==> config.mk <==
export PLATFORM = sky130hd
export DESIGN_NAME = sem_grad
export DESIGN_NICKNAME = d
export VERILOG_FILES = /design/src/rtl/sem_pkg.sv /design/src/rtl/sem_grad.sv
export SDC_FILE = /design/constraint.sdc
export NUM_CORES = 1
export LEC_CHECK = 0
export BUFFER_PORTS_ARGS = -buffer_cell sky130_fd_sc_hd__buf_2
export CORE_ASPECT_RATIO = 1.75
export CORE_UTILIZATION = 36
export DETAILED_ROUTE_END_ITERATION = 8
export PLACE_DENSITY_LB_ADDON = 0.3
export RECOVER_POWER = 25
export SYNTH_ARGS = -nofsm -noshare
export SYNTH_HDL_FRONTEND = slang
export SYNTH_SLANG_ARGS = --single-unit
==> constraint.sdc <==
create_clock -name vclk -period 10.7
set_input_delay 2.14 -clock vclk [all_inputs]
set_output_delay 2.14 -clock vclk [all_outputs]
set_load 0.02 [all_outputs]
==> src/rtl/sem_pkg.sv <==
// ----------------------------------------------------------------------------
// sem_pkg
// Shared widths, register indexes and limits of the Sobel edge magnitude block.
// ----------------------------------------------------------------------------
package sem_pkg;

    localparam int PIXEL_IN_W = 8;
    localparam int MAG_W      = 11;
    localparam int ROW_W      = 12;
    localparam int OUT_COL_W  = 10;
    localparam int FW_W       = 11;
    localparam int FH_W       = 13;
    localparam int CFG_DATA_W = 13;
    localparam int CFG_IDX_W  = 2;

    localparam logic [MAG_W-1:0] MAG_MAX    = 11'd2047;
    localparam logic [FH_W-1:0]  MAX_HEIGHT = 13'd4096;

    typedef enum logic [CFG_IDX_W-1:0] {
        CFG_FRAME_WIDTH  = 2'd0,
        CFG_FRAME_HEIGHT = 2'd1
    } t_cfg_idx;

endpackage

==> src/rtl/sem_grad.sv <==
// ----------------------------------------------------------------------------
// sem_grad
// Sobel x and y gradients over a 3x3 window, |Gx|+|Gy| saturated to 11 bits.
// ----------------------------------------------------------------------------
module sem_grad #(
    parameter int PIXEL_BITS = 8
) (
    input  logic [PIXEL_BITS-1:0]       i_win [0:5],
    input  logic [PIXEL_BITS-1:0]       i_up,
    input  logic [PIXEL_BITS-1:0]       i_mid,
    input  logic [PIXEL_BITS-1:0]       i_cur,
    output logic [sem_pkg::MAG_W-1:0]   o_mag
);
    import sem_pkg::*;

    localparam int SW = PIXEL_BITS + 2;
    localparam int DW = PIXEL_BITS + 3;
    localparam int MW = PIXEL_BITS + 3;
    localparam int XW = (MW > MAG_W) ? MW : MAG_W;

    logic [SW-1:0]        sx_right;
    logic [SW-1:0]        sx_left;
    logic [SW-1:0]        sy_top;
    logic [SW-1:0]        sy_bot;
    logic signed [DW-1:0] gx;
    logic signed [DW-1:0] gy;
    logic [SW-1:0]        ax;
    logic [SW-1:0]        ay;
    logic [MW-1:0]        sum;
    logic [XW-1:0]        sum_ext;

    always_comb begin
        sx_right = SW'(i_up) + {1'b0, i_mid, 1'b0} + SW'(i_cur);
        sx_left  = SW'(i_win[0]) + {1'b0, i_win[2], 1'b0} + SW'(i_win[4]);
        sy_top   = SW'(i_win[0]) + {1'b0, i_win[1], 1'b0} + SW'(i_up);
        sy_bot   = SW'(i_win[4]) + {1'b0, i_win[5], 1'b0} + SW'(i_cur);
        gx       = $signed({1'b0, sx_right}) - $signed({1'b0, sx_left});
        gy       = $signed({1'b0, sy_top}) - $signed({1'b0, sy_bot});
        ax       = gx[DW-1] ? SW'(-gx) : SW'(gx);
        ay       = gy[DW-1] ? SW'(-gy) : SW'(gy);
        sum      = MW'(ax) + MW'(ay);
        sum_ext  = XW'(sum);
        o_mag    = (sum_ext > XW'(MAG_MAX)) ? MAG_MAX : MAG_W'(sum_ext);
    end

endmodule

==> flow_summary.toml <==
[setup_path]
crit_type = "in -> out"
crit_required_ps = 8560
worstSetupEndpointType = "primary output"
critPathBufInv = 5
crit_arrival_ps = 7570
start_kind = "input pin"
slowest_stage = "fa_1"
crit_path_start = "i_win[10]"
crit_family = "compound AO/OA/AOI/OAI gates"
cp_cell_sequence = "buf_2, inv_1, fa_1, fa_1, inv_1, fa_1, inv_1, ha_1, a211o_1, a211o_1, a31o_1, a21oi_4, nand2_1, o21ai_0, ha_1, a21o_1, a21oi_1, o21bai_1, a2111oi_0, o311ai_0, o311ai_0, buf_2"
worst_path_largest_cell_delay_ps = 560
worst-path-max-fanout = 10

[sta]
slew_violations = 0
worst_slew_pin_slew_ps = 527.4
min_period_ps = 9715
relSlewSlack_pct = 63.93
tns_ps = 0
hold_viol_final = 0
finalSetupViolCount = 0
timing.fmax_ghz = 0.1029
fin_crit_sh_pct = 90.79
rsz0062_at_grt = "false"

[cells_and_area]
fillers = 912
diodes = 0
syn_to_final_growth_pct = 15.70
fin_nets = 629
nClkBuffers = 0
drive_above_1_share_pct = 18.20
regArea_um2 = 0
design.seq.count = 0

[route]
drt_iter0_markers = 53
routed_wl_um = 6059
first_pass_iters = 4
postRouteAntennaNets = 0
wl_per_cell_um = 10.57
viasPerCell = 4.538
drc_errors = 0
vias = 2600

[floorplan]
die_h_um = 128.0
initial_core_util_pct = 37.45
core-area_mm2 = 0.008727
die_w_um = 74.03
die-area_mm2 = 0.009478
pin_count = 83
placement_rows = 45

[synthesis]
ys_seq_area_share_pct = 0
ys_types = 42
synth_fp_nets = 554
synth_area_mm2 = 0.003268
synth_warnings = 0
netlist_instances = 383
avgSynthCellArea_um2 = 8.533

[worst_hold_path]
worstHoldPathCells = 5
min_to = "o_mag[0]"
hold_start = "i_win[9]"
hold_path_class = "in -> out"

[placement]
portBuffers = 75
gp_congestion = 0.8037
dp_hpwl_um = 5771

[clocking]
post_cts_buffers = 0
cts_hold_buffers = 0
postCtsResizedCells = 0

[grt]
grt.overflow.total = 0
grt_start_max_net_pins = 11
grt_pass1_wl_um = 10830
grt_util_all_layers_pct = 14.18
met3_usage_pct = 0.07862
grt_pass1_vias = 2761
grt-busiest-layer = "met2"
met2_usage_pct = 31.82
antenna_found_initial = 0
grt_use_met1_pct = 13.33

[job]
maxCapViolations = 0

[outcome]
status = "complete, no violations"
==> cell families (layout without fill, tap and decap cells) <==
group	count (synthesis)	after routing	share of synthesized area (%)
muxes	2	2	0.6891
adders and majority gates	99	99	52.37
AOI/OAI and AO/OA	60	60	13.44
buffers and inverters	140	213	16.08
xor gates and xnor gates	37	37	10.15
and+or+nand+nor	45	45	7.274
==> cell type report <==
type                            count  area, µm²  area share [%]
Timing Repair Buffer               75      374.1           9.894
Tap cell                          117      146.4           3.872
Multi-Input combinational cell    243       2743           72.53
Inverter                          138      518.0           13.70
==> worst max-delay path by stage <==
stage / end / slack (ps) / cells after the start
floorplan: o_mag[9] / 1150 / 19
global placement: o_mag[9] / 1030 / 22
detailed placement: o_mag[9] / 980 / 22
CTS: o_mag[9] / 970 / 22
global route: o_mag[9] / 430 / 22
finish: o_mag[9] / 990 / 22
==> cell usage after synthesis (all sizes together) <==
cell | n | area (µm²)
nor2 | 11 | 41.29
nor4 | 2 | 18.77
nand2b | 1 | 6.260
a31o | 2 | 17.52
inv | 138 | 518.0
o21ai | 8 | 43.79
o21a | 3 | 22.52
nand3 | 2 | 10.01
fa | 63 | 1261
a211o | 3 | 26.28
o31ai | 2 | 15.01
and2b | 2 | 15.01
nand3b | 3 | 22.52
mux2 | 2 | 22.52
o22a | 1 | 8.760
ha | 36 | 450.4
and2 | 1 | 6.260
o311ai | 3 | 26.28
a2111o | 1 | 11.26
clkbuf | 2 | 7.510
or3 | 4 | 25.02
nand2 | 10 | 37.54
a21oi | 17 | 96.35
nor3b | 1 | 7.510
xnor2 | 28 | 252.8
o21bai | 3 | 22.52
a2111oi | 2 | 36.29
and3 | 2 | 17.52
xor2 | 9 | 78.83
a31oi | 2 | 12.51
a211oi | 3 | 22.52
o311a | 1 | 10.01
a21o | 9 | 67.56
nor3 | 6 | 30.03
==> per-stage QoR <==
| stage | instances | hold slack [ps] | cell area [µm²] | setup WS (ps) | utilization [%] |
|---|---|---|---|---|---|
| 2_1_floorplan | 383 | 4851 | 3268 | 1154 | - |
| 3_3_place_gp | 573 | 4992 | 3782 | 1026 | 43.34 |
| 3_5_place_dp | 573 | 4995 | 3782 | 984.5 | 43.34 |
| 4_1_cts | 573 | 4998 | 3782 | 967.0 | 43.34 |
| 5_1_grt | 573 | 5109 | 3781 | 428.2 | 43.33 |
| 6_report | 573 | 5049 | 3781 | 985.1 | 43.33 |
==> metal layers <==
metal	part of all wire, %	wire [µm]
met5	0	0
met3	2.0	120
met2	62	3775
met4	1.6	96
met1	34	2067
==> cells in the final DEF, fill, tap and decap left out, types with 2 or more instances in the layout <==
| cell type | Yosys | layout |
|---|---|---|
| nand2_1 | 10 | 10 |
| inv_1 | 138 | 138 |
| a21oi_1 | 16 | 16 |
| o311ai_0 | 2 | 2 |
| and2b_1 | 2 | 2 |
| a211oi_1 | 3 | 3 |
| nor3_1 | 6 | 6 |
| o21ai_0 | 7 | 7 |
| ha_1 | 36 | 36 |
| nor2_1 | 11 | 11 |
| o21bai_1 | 3 | 3 |
| o21a_1 | 3 | 3 |
| nand3_1 | 2 | 2 |
| buf_2 | 0 | 74 |
| a31oi_1 | 2 | 2 |
| fa_1 | 63 | 63 |
| a21o_1 | 9 | 9 |
| nand3b_1 | 3 | 3 |
| mux2_2 | 2 | 2 |
| xor2_1 | 9 | 9 |
| a211o_1 | 3 | 3 |
| xnor2_1 | 27 | 27 |
| or3_1 | 4 | 4 |
| o31ai_1 | 2 | 2 |
==> tightest hold or removal path: stages <==
cell and delay (ps):
buf_2 120, inv_1 100, ha_1 190, ha_1 140, clkbuf_1 230
Power is not shown: default switching activity piles up to over one toggle a cycle in this logic, so the estimate is an artifact.
