### config.mk
export PLATFORM = sky130hd
export DESIGN_NAME = sem_scan
export DESIGN_NICKNAME = d
export VERILOG_FILES = /design/src/rtl/sem_pkg.sv /design/src/rtl/sem_scan.sv
export SDC_FILE = /design/constraint.sdc
export NUM_CORES = 1
export LEC_CHECK = 0
export BUFFER_PORTS_ARGS = -buffer_cell sky130_fd_sc_hd__buf_4
export CAP_MARGIN = 0
export CORE_ASPECT_RATIO = 2
export CORE_MARGIN = 2
export CORE_UTILIZATION = 50
export CTS_CLUSTER_SIZE = 28
export DETAILED_ROUTE_END_ITERATION = 16
export GPL_ROUTABILITY_DRIVEN = 0
export MAX_ROUTING_LAYER = met4
export PLACE_DENSITY = 0.71
export SYNTH_ARGS = -nofsm -noshare
export SYNTH_HDL_FRONTEND = slang
export SYNTH_SLANG_ARGS = --single-unit
### constraint.sdc
create_clock -name i_clk -period 4 [get_ports i_clk]
set_input_delay 0.2 -clock i_clk [delete_from_list [all_inputs] [get_ports i_clk]]
set_output_delay 0.2 -clock i_clk [all_outputs]
set_load 0.05 [all_outputs]
### src/rtl/sem_pkg.sv
// ----------------------------------------------------------------------------
// sem_pkg
// Shared widths, register indexes and limits of the Sobel edge magnitude block.
// ----------------------------------------------------------------------------
package sem_pkg;

    localparam int PIXEL_IN_W = 8;
    localparam int MAG_W      = 11;
    localparam int ROW_W      = 12;
    localparam int OUT_COL_W  = 10;
    localparam int FW_W       = 11;
    localparam int FH_W       = 13;
    localparam int CFG_DATA_W = 13;
    localparam int CFG_IDX_W  = 2;

    localparam logic [MAG_W-1:0] MAG_MAX    = 11'd2047;
    localparam logic [FH_W-1:0]  MAX_HEIGHT = 13'd4096;

    typedef enum logic [CFG_IDX_W-1:0] {
        CFG_FRAME_WIDTH  = 2'd0,
        CFG_FRAME_HEIGHT = 2'd1
    } t_cfg_idx;

endpackage

### src/rtl/sem_scan.sv
// ----------------------------------------------------------------------------
// sem_scan
// Frame size registers and raster row/column counters with border flags.
// ----------------------------------------------------------------------------
module sem_scan #(
    parameter int MAX_WIDTH = 1024,
    parameter int CW        = $clog2(MAX_WIDTH)
) (
    input  logic                            i_clk,
    input  logic                            i_rst_n,
    input  logic                            i_cfg_we,
    input  logic [sem_pkg::CFG_IDX_W-1:0]   i_cfg_idx,
    input  logic [sem_pkg::CFG_DATA_W-1:0]  i_cfg_data,
    input  logic                            i_step,
    output logic [sem_pkg::ROW_W-1:0]       o_row,
    output logic [CW-1:0]                   o_col,
    output logic                            o_emit,
    output logic                            o_full,
    output logic                            o_last
);
    import sem_pkg::*;

    localparam int EW = FH_W;

    logic [FW_W-1:0]  r_frame_width;
    logic [FH_W-1:0]  r_frame_height;
    logic [ROW_W-1:0] r_row;
    logic [CW-1:0]    r_col;
    logic [ROW_W-1:0] hm1;
    logic [CW-1:0]    wm1;
    logic [EW-1:0]    fw_ext;

    assign fw_ext = EW'(r_frame_width);

    always_comb begin
        if (r_frame_height < FH_W'(3)) begin
            hm1 = ROW_W'(2);
        end else if (r_frame_height > MAX_HEIGHT) begin
            hm1 = ROW_W'(MAX_HEIGHT - FH_W'(1));
        end else begin
            hm1 = ROW_W'(r_frame_height - FH_W'(1));
        end
        if (fw_ext < EW'(3)) begin
            wm1 = CW'(2);
        end else if (fw_ext >= EW'(MAX_WIDTH)) begin
            wm1 = CW'(MAX_WIDTH - 1);
        end else begin
            wm1 = CW'(fw_ext - EW'(1));
        end
    end

    assign o_row  = r_row;
    assign o_col  = r_col;
    assign o_emit = (r_row != '0) && (r_col != '0);
    assign o_full = (r_row > ROW_W'(1)) && (r_col > CW'(1));
    assign o_last = (r_row == hm1) && (r_col == wm1);

    always_ff @(posedge i_clk) begin
        if (!i_rst_n) begin
            r_frame_width  <= FW_W'(1024);
            r_frame_height <= FH_W'(1024);
            r_row          <= '0;
            r_col          <= '0;
        end else if (i_cfg_we) begin
            unique case (i_cfg_idx)
                CFG_FRAME_WIDTH: begin
                    r_frame_width <= i_cfg_data[FW_W-1:0];
                    r_row         <= '0;
                    r_col         <= '0;
                end
                CFG_FRAME_HEIGHT: begin
                    r_frame_height <= i_cfg_data[FH_W-1:0];
                    r_row          <= '0;
                    r_col          <= '0;
                end
                default: begin
                end
            endcase
        end else if (i_step) begin
            if (r_col >= wm1) begin
                r_col <= '0;
                r_row <= (r_row >= hm1) ? '0 : r_row + ROW_W'(1);
            end else begin
                r_col <= r_col + CW'(1);
            end
        end
    end

endmodule

==> flow_metrics.py, run 1 <==
metrics = {
    "worst_setup_path": {
        "path_cells": "or4_1 -> or3_1 -> nor3_2 -> o21ai_1 -> a21oi_1 -> ha_1 -> a211oi_1 -> nor2_1 -> a211o_1 -> or4_4 -> and2b_2 -> o221a_2",
        "cp-start-kind": "flop",
        "cp_slowest_cell": "or4_4",
        "worstPathArrival_ns": 3.95,
        "setup.worst_path.class": "flop to flop",
        "cp-end-kind": "flop",
        "cp.required_ns": 4.24,
        "max_stage_delay_ns": 0.56,
        "cp_max_fo": 18,
    },
    "timing": {
        "relSlewSlack_pct": 56.3,
        "grt_setup_unrepaired": "no",
        "tns_ns": 0,
        "fin_crit_sh_pct": 92.8,
        "fin_worst_skew_ns": 0.0116,
        "finalSetupViolCount": 0,
        "hold_viol": 0,
        "fmax_ghz": 0.269,
        "min_period_ns": 3.71,
        "final_max_slew_viol_count": 0,
        "worst_pin_slew_ns": 0.653,
        "whs_ns": 0.138,
    },
    "synth": {
        "synthAdderAreaFrac_pct": 11.7,
        "ys_ff_latch": 46,
        "synth_top_family_by_area": "simple AND/OR/NAND/NOR gates",
        "synth_xor_area_share_pct": 4.09,
        "synth_edf_count": 0,
        "synth_area_per_cell_um2": 8.08,
        "synth_compound_area_share_pct": 23.5,
        "netlist_area_um2": 3210,
        "synth.area.mux_share_pct": 0,
        "yosys.area_share.simple_pct": 26.8,
        "synth_cells": 397,
        "async_flop_share_pct": 0,
        "synth_flop_cell": "dfxtp_1",
        "ys_types": 54,
        "synth.yosys.seq_area_share_pct": 28.7,
        "ys_warn_count": 0,
        "syn_nets": 446,
    },
    "die": {
        "io_pins": 44,
        "core.rowCount": 41,
        "initial_core_util_pct": 51.3,
        "dieHeight_um": 117,
        "die_w_um": 60.7,
        "dieArea_um2": 7110,
        "core-area_um2": 6260,
    },
    "pwr": {
        "p_comb_share_pct": 16.2,
        "p_sw_uw": 315,
        "power_density_nw_per_um2": 309,
        "p_sw_share_pct": 27.3,
        "p_int_uw": 841,
        "power.leakage_uw": 0.00171,
        "clockPowerShare_pct": 42.2,
        "vdd_drop_max_uv": 229,
        "p_seq_share_pct": 41.6,
    },
    "global_routing": {
        "grt_max_degree": 48,
        "grt_overflow": 0,
        "grt_use_total_pct": 23.7,
        "grt_pass1_wl_mm": 12.8,
        "grt_pass1_vias": 2786,
        "antenna_found_initial": 0,
    },
    "detailed_routing": {
        "via_per_inst": 5.70,
        "route.vias.total": 2959,
        "dr.first_iter.drc_count": 127,
        "drc": 0,
        "drt-total-wl_mm": 7.95,
        "avgRoutedWirePerCell_um": 15.3,
        "drtAntennaViolNets": 0,
        "drtPass1Iterations": 4,
    },
    "cells_and_area": {
        "layout.nets": 481,
        "layoutNonFillerInstCount": 519,
        "antenna_cells": 0,
        "n_fill_cell": 603,
        "layout.cells.most_common": "nand2_1",
        "syn2layout_area_growth_pct": 16.5,
        "most-common-layout-cells": "nand2_1, buf_4, dfxtp_1",
        "final_core_util_pct": 59.7,
        "layout-drive-gt1-share_pct": 17.3,
    },
    "placed_design": {
        "port_buffers": 43,
        "place_inst": 511,
        "dp_hpwl_mm": 5.93,
    },
    "clock_tree": {
        "clock-sinks": 46,
        "clock_latency_ns": 0.30,
        "holdBufCountCts": 0,
        "postCtsSetupBuffers": 0,
        "clockBufferDepth": 2,
        "clk_pin_slew_worst_paths_ns": 0.07,
        "cts-root-buf": "clkbuf_16",
        "cts_buffers": 5,
        "cts_resized": 0,
        "htree_levels": 2,
        "cts_tree": "built",
    },
    "min_path": {
        "hp-class": "input port to flop",
    },
    "flow_run": {
        "cap_violations": 0,
    },
    "status": {
        "status": "complete, no violations",
    },
}
cells by family after synthesis:
family | Yosys count
compound gates | 102
fa+ha+maj | 30
buf+inv | 37
simple gates | 167
xor+xnor | 15
flops | 46
metrics by stage:
stage / setup slack (ns) / area, um2 / power [uW]
floorplan: 0.492 / 3210 / 624
global placement: 0.439 / 3570 / 672
detailed placement: 0.344 / 3570 / 677
CTS: 0.323 / 3740 / 1160
global route: 0.0597 / 3740 / 1200
finish: 0.288 / 3740 / 1160
per-layer routing:
| metal | track usage, % | share of wire [%] | vias to the layer above |
|---|---|---|---|
| met1 | 26.1 | 40 | 1370 |
| met2 | 40.2 | 54 | 72 |
| met5 | - | 0 | - |
| li1 | - | - | 1494 |
| met3 | 3.64 | 2.9 | 23 |
| met4 | 10.1 | 3.3 | 0 |
power by group through the flow:
stage          Sequential, uW  Combinational (uW)  Clock, uW
3_3_place_gp              491                 181          0
3_5_place_dp              491                 186          0
5_1_grt                   483                 209        509
4_1_cts                   481                 187        496
2_1_floorplan             491                 132          0
6_report                  481                 187        488
worst paths after layout:
| kind | startpoint | endpoint | slack, ns | depth (start not counted) |
|---|---|---|---|---|
| setup reg to reg | r_frame_width[3] | o_col[8] | 0.29 | 12 |
| setup / recovery | r_frame_width[3] | o_col[8] | 0.29 | 12 |
| hold reg to reg | r_frame_height[11] | r_frame_height[11] | 0.49 | 2 |
| hold / removal | i_cfg_data[10] | r_frame_width[10] | 0.14 | 3 |
area by class of cell:
type,count,area [um2],share of cell area [%]
well taps,86,108,2.88
inverters,19,71.3,1.91
clock inverters,3,43.8,1.17
flip-flops and latches,46,921,24.6
repair buffers,46,345,9.24
clock buffers,5,125,3.35
multi-input cells,314,2120,56.8
flip-flops by register name, summed over array words and instances (netlist names):
register	cells
o_col	10
r_frame_height	13
o_row	12
r_frame_width	11
worst max-delay path, delay by kind of cell (launching register included):
kind / cells / cell delay [ns]
AOI/OAI and AO/OA: 5 / 1.08
DFF: 1 / 0.36
adders and majority gates: 1 / 0.26
and+or+nand+nor: 6 / 1.95
synthesized netlist by cell type (7+ instances only):
cell type  instances  area (um2)
inv_1             19        71.3
nand3_1           17        85.1
a21boi_0          22         165
a21oi_1           13        65.1
xor2_1            11        96.3
dfxtp_1           46         921
ha_1              30         375
and3_1            11        68.8
nand2_1           65         244
nand2b_1           7        43.8
nor3_1             8        40.0
o21ai_0           16        80.1
and2b_2            7        61.3
nor2_1            17        63.8
clkbuf_1          14        52.6
No activity file was read; power rests on OpenSTA's default activity.
==> run 2, diff against run 1 <==
--- a/config.mk
+++ b/config.mk
@@ -10,6 +10,7 @@
 export CORE_ASPECT_RATIO = 2
 export CORE_MARGIN = 2
 export CORE_UTILIZATION = 50
+export CTS_BUF_LIST = sky130_fd_sc_hd__clkbuf_4
 export CTS_CLUSTER_SIZE = 28
 export DETAILED_ROUTE_END_ITERATION = 16
 export GPL_ROUTABILITY_DRIVEN = 0
==> run 2 against run 1 <==
Effect of this change:
- utilization down 1.4 points
- sequential cell count unchanged
- critical path depth unchanged
- critical path type unchanged
- highest routed layer unchanged
==> flow_metrics.py, run 2 (synthesized netlist as in run 1, its figures left out) <==
metrics = {
    "pwr": {
        "power_density_nw_per_um2": 266,
        "p_comb_share_pct": 19.2,
        "power.leakage_uw": 0.00168,
        "p_sw_share_pct": 30.1,
        "vdd_drop_max_uv": 178,
        "clockPowerShare_pct": 31.2,
        "p_sw_uw": 292,
        "p_seq_share_pct": 49.6,
        "p_int_uw": 678,
    },
    "detailed_routing": {
        "via_per_inst": 5.63,
        "avgRoutedWirePerCell_um": 15.0,
        "route.vias.total": 2924,
        "drtAntennaViolNets": 0,
        "drtPass1Iterations": 4,
        "dr.first_iter.drc_count": 126,
        "drc": 0,
        "drt-total-wl_mm": 7.80,
    },
    "worst_setup_path": {
        "r2r_end": "o_col[8]",
        "cp-start-kind": "flop",
        "cp_slowest_cell": "or4_4",
        "cp_max_fo": 18,
        "r2r_cells": 12,
        "cp-end-kind": "flop",
        "setup.worst_path.class": "flop to flop",
        "max_stage_delay_ns": 0.56,
        "worstPathArrival_ns": 4.08,
        "cp.required_ns": 4.34,
        "r2r_start": "r_frame_width[3]",
        "path_cells": "or4_1 -> or3_1 -> nor3_2 -> o21ai_1 -> a21oi_1 -> ha_1 -> a211oi_1 -> nor2_1 -> a211o_1 -> or4_4 -> and2b_2 -> o221a_2",
        "r2r_slack_ns": 0.26,
    },
    "cells_and_area": {
        "syn2layout_area_growth_pct": 13.7,
        "largest_reg_flops": 13,
        "layout.nets": 481,
        "most-common-layout-cells": "nand2_1, buf_4, dfxtp_1",
        "layout.cells.most_common": "nand2_1",
        "layout-drive-gt1-share_pct": 17.3,
        "antenna_cells": 0,
        "largest_register": "r_frame_height",
        "stdcell_area_um2": 3650,
    },
    "die": {
        "io_pins": 44,
        "dieHeight_um": 117,
        "initial_core_util_pct": 51.3,
        "core.rowCount": 41,
        "core-area_um2": 6260,
        "die_w_um": 60.7,
        "dieArea_um2": 7110,
    },
    "global_routing": {
        "antenna_found_initial": 0,
        "grt_pass1_vias": 2731,
        "grt_pass1_wl_mm": 12.6,
        "grt_max_degree": 48,
        "grt_overflow": 0,
        "grt_use_total_pct": 23.4,
    },
    "timing": {
        "finalSetupViolCount": 0,
        "tns_ns": 0,
        "relSlewSlack_pct": 55.9,
        "worst_pin_slew_ns": 0.659,
        "fin_crit_sh_pct": 93.5,
        "final_max_slew_viol_count": 0,
        "fmax_ghz": 0.268,
        "fin_worst_skew_ns": 0.0226,
        "grt_setup_unrepaired": "no",
        "min_period_ns": 3.74,
        "hold_viol": 0,
    },
    "clock_tree": {
        "clock-sinks": 46,
        "htree_levels": 2,
        "clockBufferDepth": 2,
        "cts_resized": 0,
        "cts_tree": "built",
        "clock_latency_ns": 0.39,
        "holdBufCountCts": 0,
        "postCtsSetupBuffers": 0,
        "clk_pin_slew_worst_paths_ns": 0.16,
        "cts-root-buf": "clkbuf_4",
        "cts_buffers": 5,
    },
    "min_path": {
        "min_path_cells": 3,
        "hp-class": "input port to flop",
        "hold_end": "r_frame_width[10]",
        "hold_start": "i_cfg_data[10]",
    },
    "placed_design": {
        "dp_hpwl_mm": 5.93,
        "place_area_um2": 3570,
        "port_buffers": 43,
    },
    "status": {
        "status": "complete, no violations",
    },
    "flow_run": {
        "cap_violations": 0,
    },
}
-- run 2: final cells by class --
cell class	count	area, um2
Fill cell	615	2610
Multi-Input combinational cell	314	2120
Sequential cell	46	921
Timing Repair Buffer	46	345
Tap cell	86	108
Inverter	19	71.3
Clock inverter	3	43.8
Clock buffer	5	37.5
-- run 2: how the worst max path moves through the flow --
stage                     to             start
finish              o_col[8]  r_frame_width[3]
global route        o_row[2]  r_frame_width[3]
CTS                 o_col[8]  r_frame_width[3]
detailed placement  o_col[8]  r_frame_width[3]
global placement    o_col[9]  r_frame_width[3]
floorplan             o_last  r_frame_width[3]
-- run 2: power by group through the flow --
| stage | Clock [uW] | Sequential (uW) | Combinational (uW) |
|---|---|---|---|
| 6_report | 302 | 481 | 187 |
| 5_1_grt | 325 | 484 | 208 |
| 4_1_cts | 311 | 481 | 187 |
| 3_5_place_dp | 0 | 491 | 186 |
| 3_3_place_gp | 0 | 491 | 181 |
| 2_1_floorplan | 0 | 491 | 132 |
-- run 2: critical path: cells and delay by family, from the launching register on --
kind,cells,cell delay (ns)
fa+ha+maj,1,0.26
compound gates,5,1.09
flops,1,0.39
simple gates,6,1.95
-- run 2: stage by stage --
| stage | power, uW | util, % | setup slack, ns | std cells | hold slack [ns] |
|---|---|---|---|---|---|
| 5_1_grt | 1020 | 58.3 | 0.0394 | 519 | 0.0255 |
| 4_1_cts | 979 | 58.3 | 0.302 | 519 | 0.0159 |
| 2_1_floorplan | 624 | - | 0.492 | 397 | 0.324 |
| 3_3_place_gp | 672 | 57.0 | 0.439 | 511 | 0.446 |
| 6_report | 970 | 58.3 | 0.262 | 519 | 0.0275 |
| 3_5_place_dp | 677 | 57.0 | 0.344 | 511 | 0.439 |
-- run 2: per-layer routing --
metal  global-route usage [%]  up-vias  wire length (um)
met5                        -        -                 0
met4                     8.83        0               196
met3                     3.42       14               232
met2                     39.5       60              4200
met1                     26.7     1354              3170
li1                         -     1496                 -
==> run 3, diff against run 2 <==
--- a/config.mk
+++ b/config.mk
@@ -9,13 +9,13 @@
 export CAP_MARGIN = 0
 export CORE_ASPECT_RATIO = 2
 export CORE_MARGIN = 2
-export CORE_UTILIZATION = 50
+export CORE_UTILIZATION = 40
 export CTS_BUF_LIST = sky130_fd_sc_hd__clkbuf_4
 export CTS_CLUSTER_SIZE = 28
 export DETAILED_ROUTE_END_ITERATION = 16
 export GPL_ROUTABILITY_DRIVEN = 0
+export GPL_TIMING_DRIVEN = 0
 export MAX_ROUTING_LAYER = met4
-export PLACE_DENSITY = 0.71
 export SYNTH_ARGS = -nofsm -noshare
 export SYNTH_HDL_FRONTEND = slang
 export SYNTH_SLANG_ARGS = --single-unit
==> run 3 against run 2 <==
Effect of this change:
- die area increased by 24%
- final cell count increased by 5.0%
- global-route usage decreased by 1.7 points
- hold slack improved by 0.041 ns
- sequential share of layout area decreased by 0.49 points
- routed wire length increased by 9.0%
- utilization decreased by 11 points
- first-iteration DRC count decreased by 15%
- combinational power increased by 5%
- critical path depth increased by 2
- register-to-register slack got worse by 0.02 ns
- largest cell class unchanged
==> flow_metrics.py, run 3 (synthesized netlist as in run 1, its figures left out) <==
metrics = {
    "cells_and_area": {
        "regArea_um2": 921,
        "syn2layout_area_growth_pct": 16.0,
        "n_fill_cell": 815,
        "layout-drive-gt1-share_pct": 16.5,
        "largest_register": "r_frame_height",
        "layout.cells.most_common": "nand2_1",
        "largest_reg_flops": 13,
        "most-common-layout-cells": "nand2_1, dfxtp_1, buf_4",
        "layout.nets": 496,
        "multi_input_area_um2": 2140,
    },
    "global_routing": {
        "grt_overflow": 0,
        "antenna_found_initial": 1,
        "grt_use_total_pct": 21.7,
        "grt_max_degree": 14,
        "grt_pass1_wl_mm": 14.2,
        "grt_pass1_vias": 3005,
    },
    "die": {
        "io_pins": 44,
        "dieHeight_um": 131,
        "dieArea_um2": 8800,
        "die_w_um": 67.3,
        "core.rowCount": 46,
        "initial_core_util_pct": 40.7,
        "core-area_um2": 7890,
    },
    "pwr": {
        "power_density_nw_per_um2": 241,
        "power.leakage_uw": 0.00168,
        "vdd_drop_max_uv": 134,
    },
    "min_path": {
        "hold_end": "r_frame_width[10]",
        "hp-class": "input port to flop",
        "min_path_cells": 3,
        "hold_start": "i_cfg_data[10]",
    },
    "timing": {
        "final_max_slew_viol_count": 0,
        "finalSetupViolCount": 0,
        "worst_pin_slew_ns": 0.620,
        "hold_viol": 0,
        "whs_ns": 0.0685,
        "relSlewSlack_pct": 58.7,
        "grt_setup_unrepaired": "no",
        "min_period_ns": 3.76,
        "tns_ns": 0,
        "worst_slack_ns": 0.243,
        "fin_worst_skew_ns": 0.0217,
        "fin_crit_sh_pct": 93.9,
        "fmax_ghz": 0.266,
    },
    "worst_setup_path": {
        "setup.worst_path.class": "flop to flop",
        "r2r_end": "o_col[7]",
        "r2r_slack_ns": 0.24,
        "worstPathArrival_ns": 4.10,
        "r2r_cells": 14,
        "cp-end-kind": "flop",
        "cp-start-kind": "flop",
        "r2r_start": "r_frame_width[3]",
        "cp.required_ns": 4.34,
        "cp_max_fo": 10,
    },
    "detailed_routing": {
        "drt-total-wl_mm": 8.50,
        "drtPass1Iterations": 4,
        "route.vias.total": 3014,
        "via_per_inst": 5.53,
        "drtAntennaViolNets": 0,
        "avgRoutedWirePerCell_um": 15.6,
        "drc": 0,
        "dr.first_iter.drc_count": 107,
    },
    "placed_design": {
        "port_buffers": 43,
        "place_ws_ns": 0.165,
        "dp_hpwl_mm": 6.78,
    },
    "clock_tree": {
        "clock_latency_ns": 0.38,
        "holdBufCountCts": 0,
        "cts_buffers": 5,
        "cts_tree": "built",
        "cts-root-buf": "clkbuf_4",
        "clock-sinks": 46,
        "htree_levels": 2,
        "postCtsSetupBuffers": 0,
        "clockBufferDepth": 2,
        "cts_resized": 0,
        "clk_pin_slew_worst_paths_ns": 0.15,
    },
    "flow_run": {
        "cap_violations": 0,
    },
    "status": {
        "status": "complete, no violations",
    },
}
[run 3: cell types whose count changed in the layout (fill, tap and decap cells not counted), moves of 2 or more]
cell and delta:
buf_4 -3, clkinv_1 +3, buf_2 +2, clkbuf_1 +14
[run 3: worst max path at each step]
stage	startpoint	end	slack [ns]	cells after the start
global route	r_frame_height[4]	o_row[6]	0.01	13
floorplan	r_frame_width[3]	o_last	0.49	10
finish	r_frame_width[3]	o_col[7]	0.24	14
detailed placement	r_frame_width[3]	o_row[11]	0.17	13
global placement	r_frame_width[3]	o_row[11]	0.18	13
CTS	r_frame_width[3]	o_row[11]	0.1	13
[run 3: critical path, cell delays in order, from the launching register on]
cell	delay, ns
dfxtp_1	0.39
or4_1	0.55
or3_1	0.38
nor3_4	0.17
o21ai_2	0.14
a21oi_1	0.18
ha_1	0.27
a211oi_1	0.21
nor2_1	0.08
a211o_1	0.32
or4_4	0.42
buf_6	0.15
buf_12	0.14
o211ai_2	0.16
o211a_1	0.16
[run 3: through the flow]
| stage | instance area, um2 | util [%] | cells | power [uW] |
|---|---|---|---|---|
| 2_1_floorplan | 3210 | - | 397 | 624 |
| 3_5_place_dp | 3650 | 46.3 | 536 | 685 |
| 4_1_cts | 3700 | 46.9 | 544 | 907 |
| 5_1_grt | 3720 | 47.2 | 545 | 943 |
| 3_3_place_gp | 3650 | 46.3 | 536 | 680 |
| 6_report | 3720 | 47.2 | 545 | 899 |
[run 3: where the power goes]
part	switching [uW]	leakage (uW)	internal, uW	total [uW]
clock	158	0.0000277	63.0	221
combinational	115	0.00128	82.2	197
sequential	12.7	0.000373	468	481
[run 3: cell type report]
class / count / area share (%)
repair buffers: 43 / 8.67
diodes: 1 / 0.0672
clock inverters: 3 / 0.303
multi-input cells: 314 / 57.5
inverters: 19 / 1.92
well taps: 96 / 3.23
plain buffers: 18 / 2.52
clock buffers: 5 / 1.01
flip-flops and latches: 46 / 24.7
[run 3: routing by layer]
layer	global-route usage [%]	wire [um]
met5	-	0
met4	8.52	208
met3	2.48	253
met2	40.5	4750
met1	22.2	3300
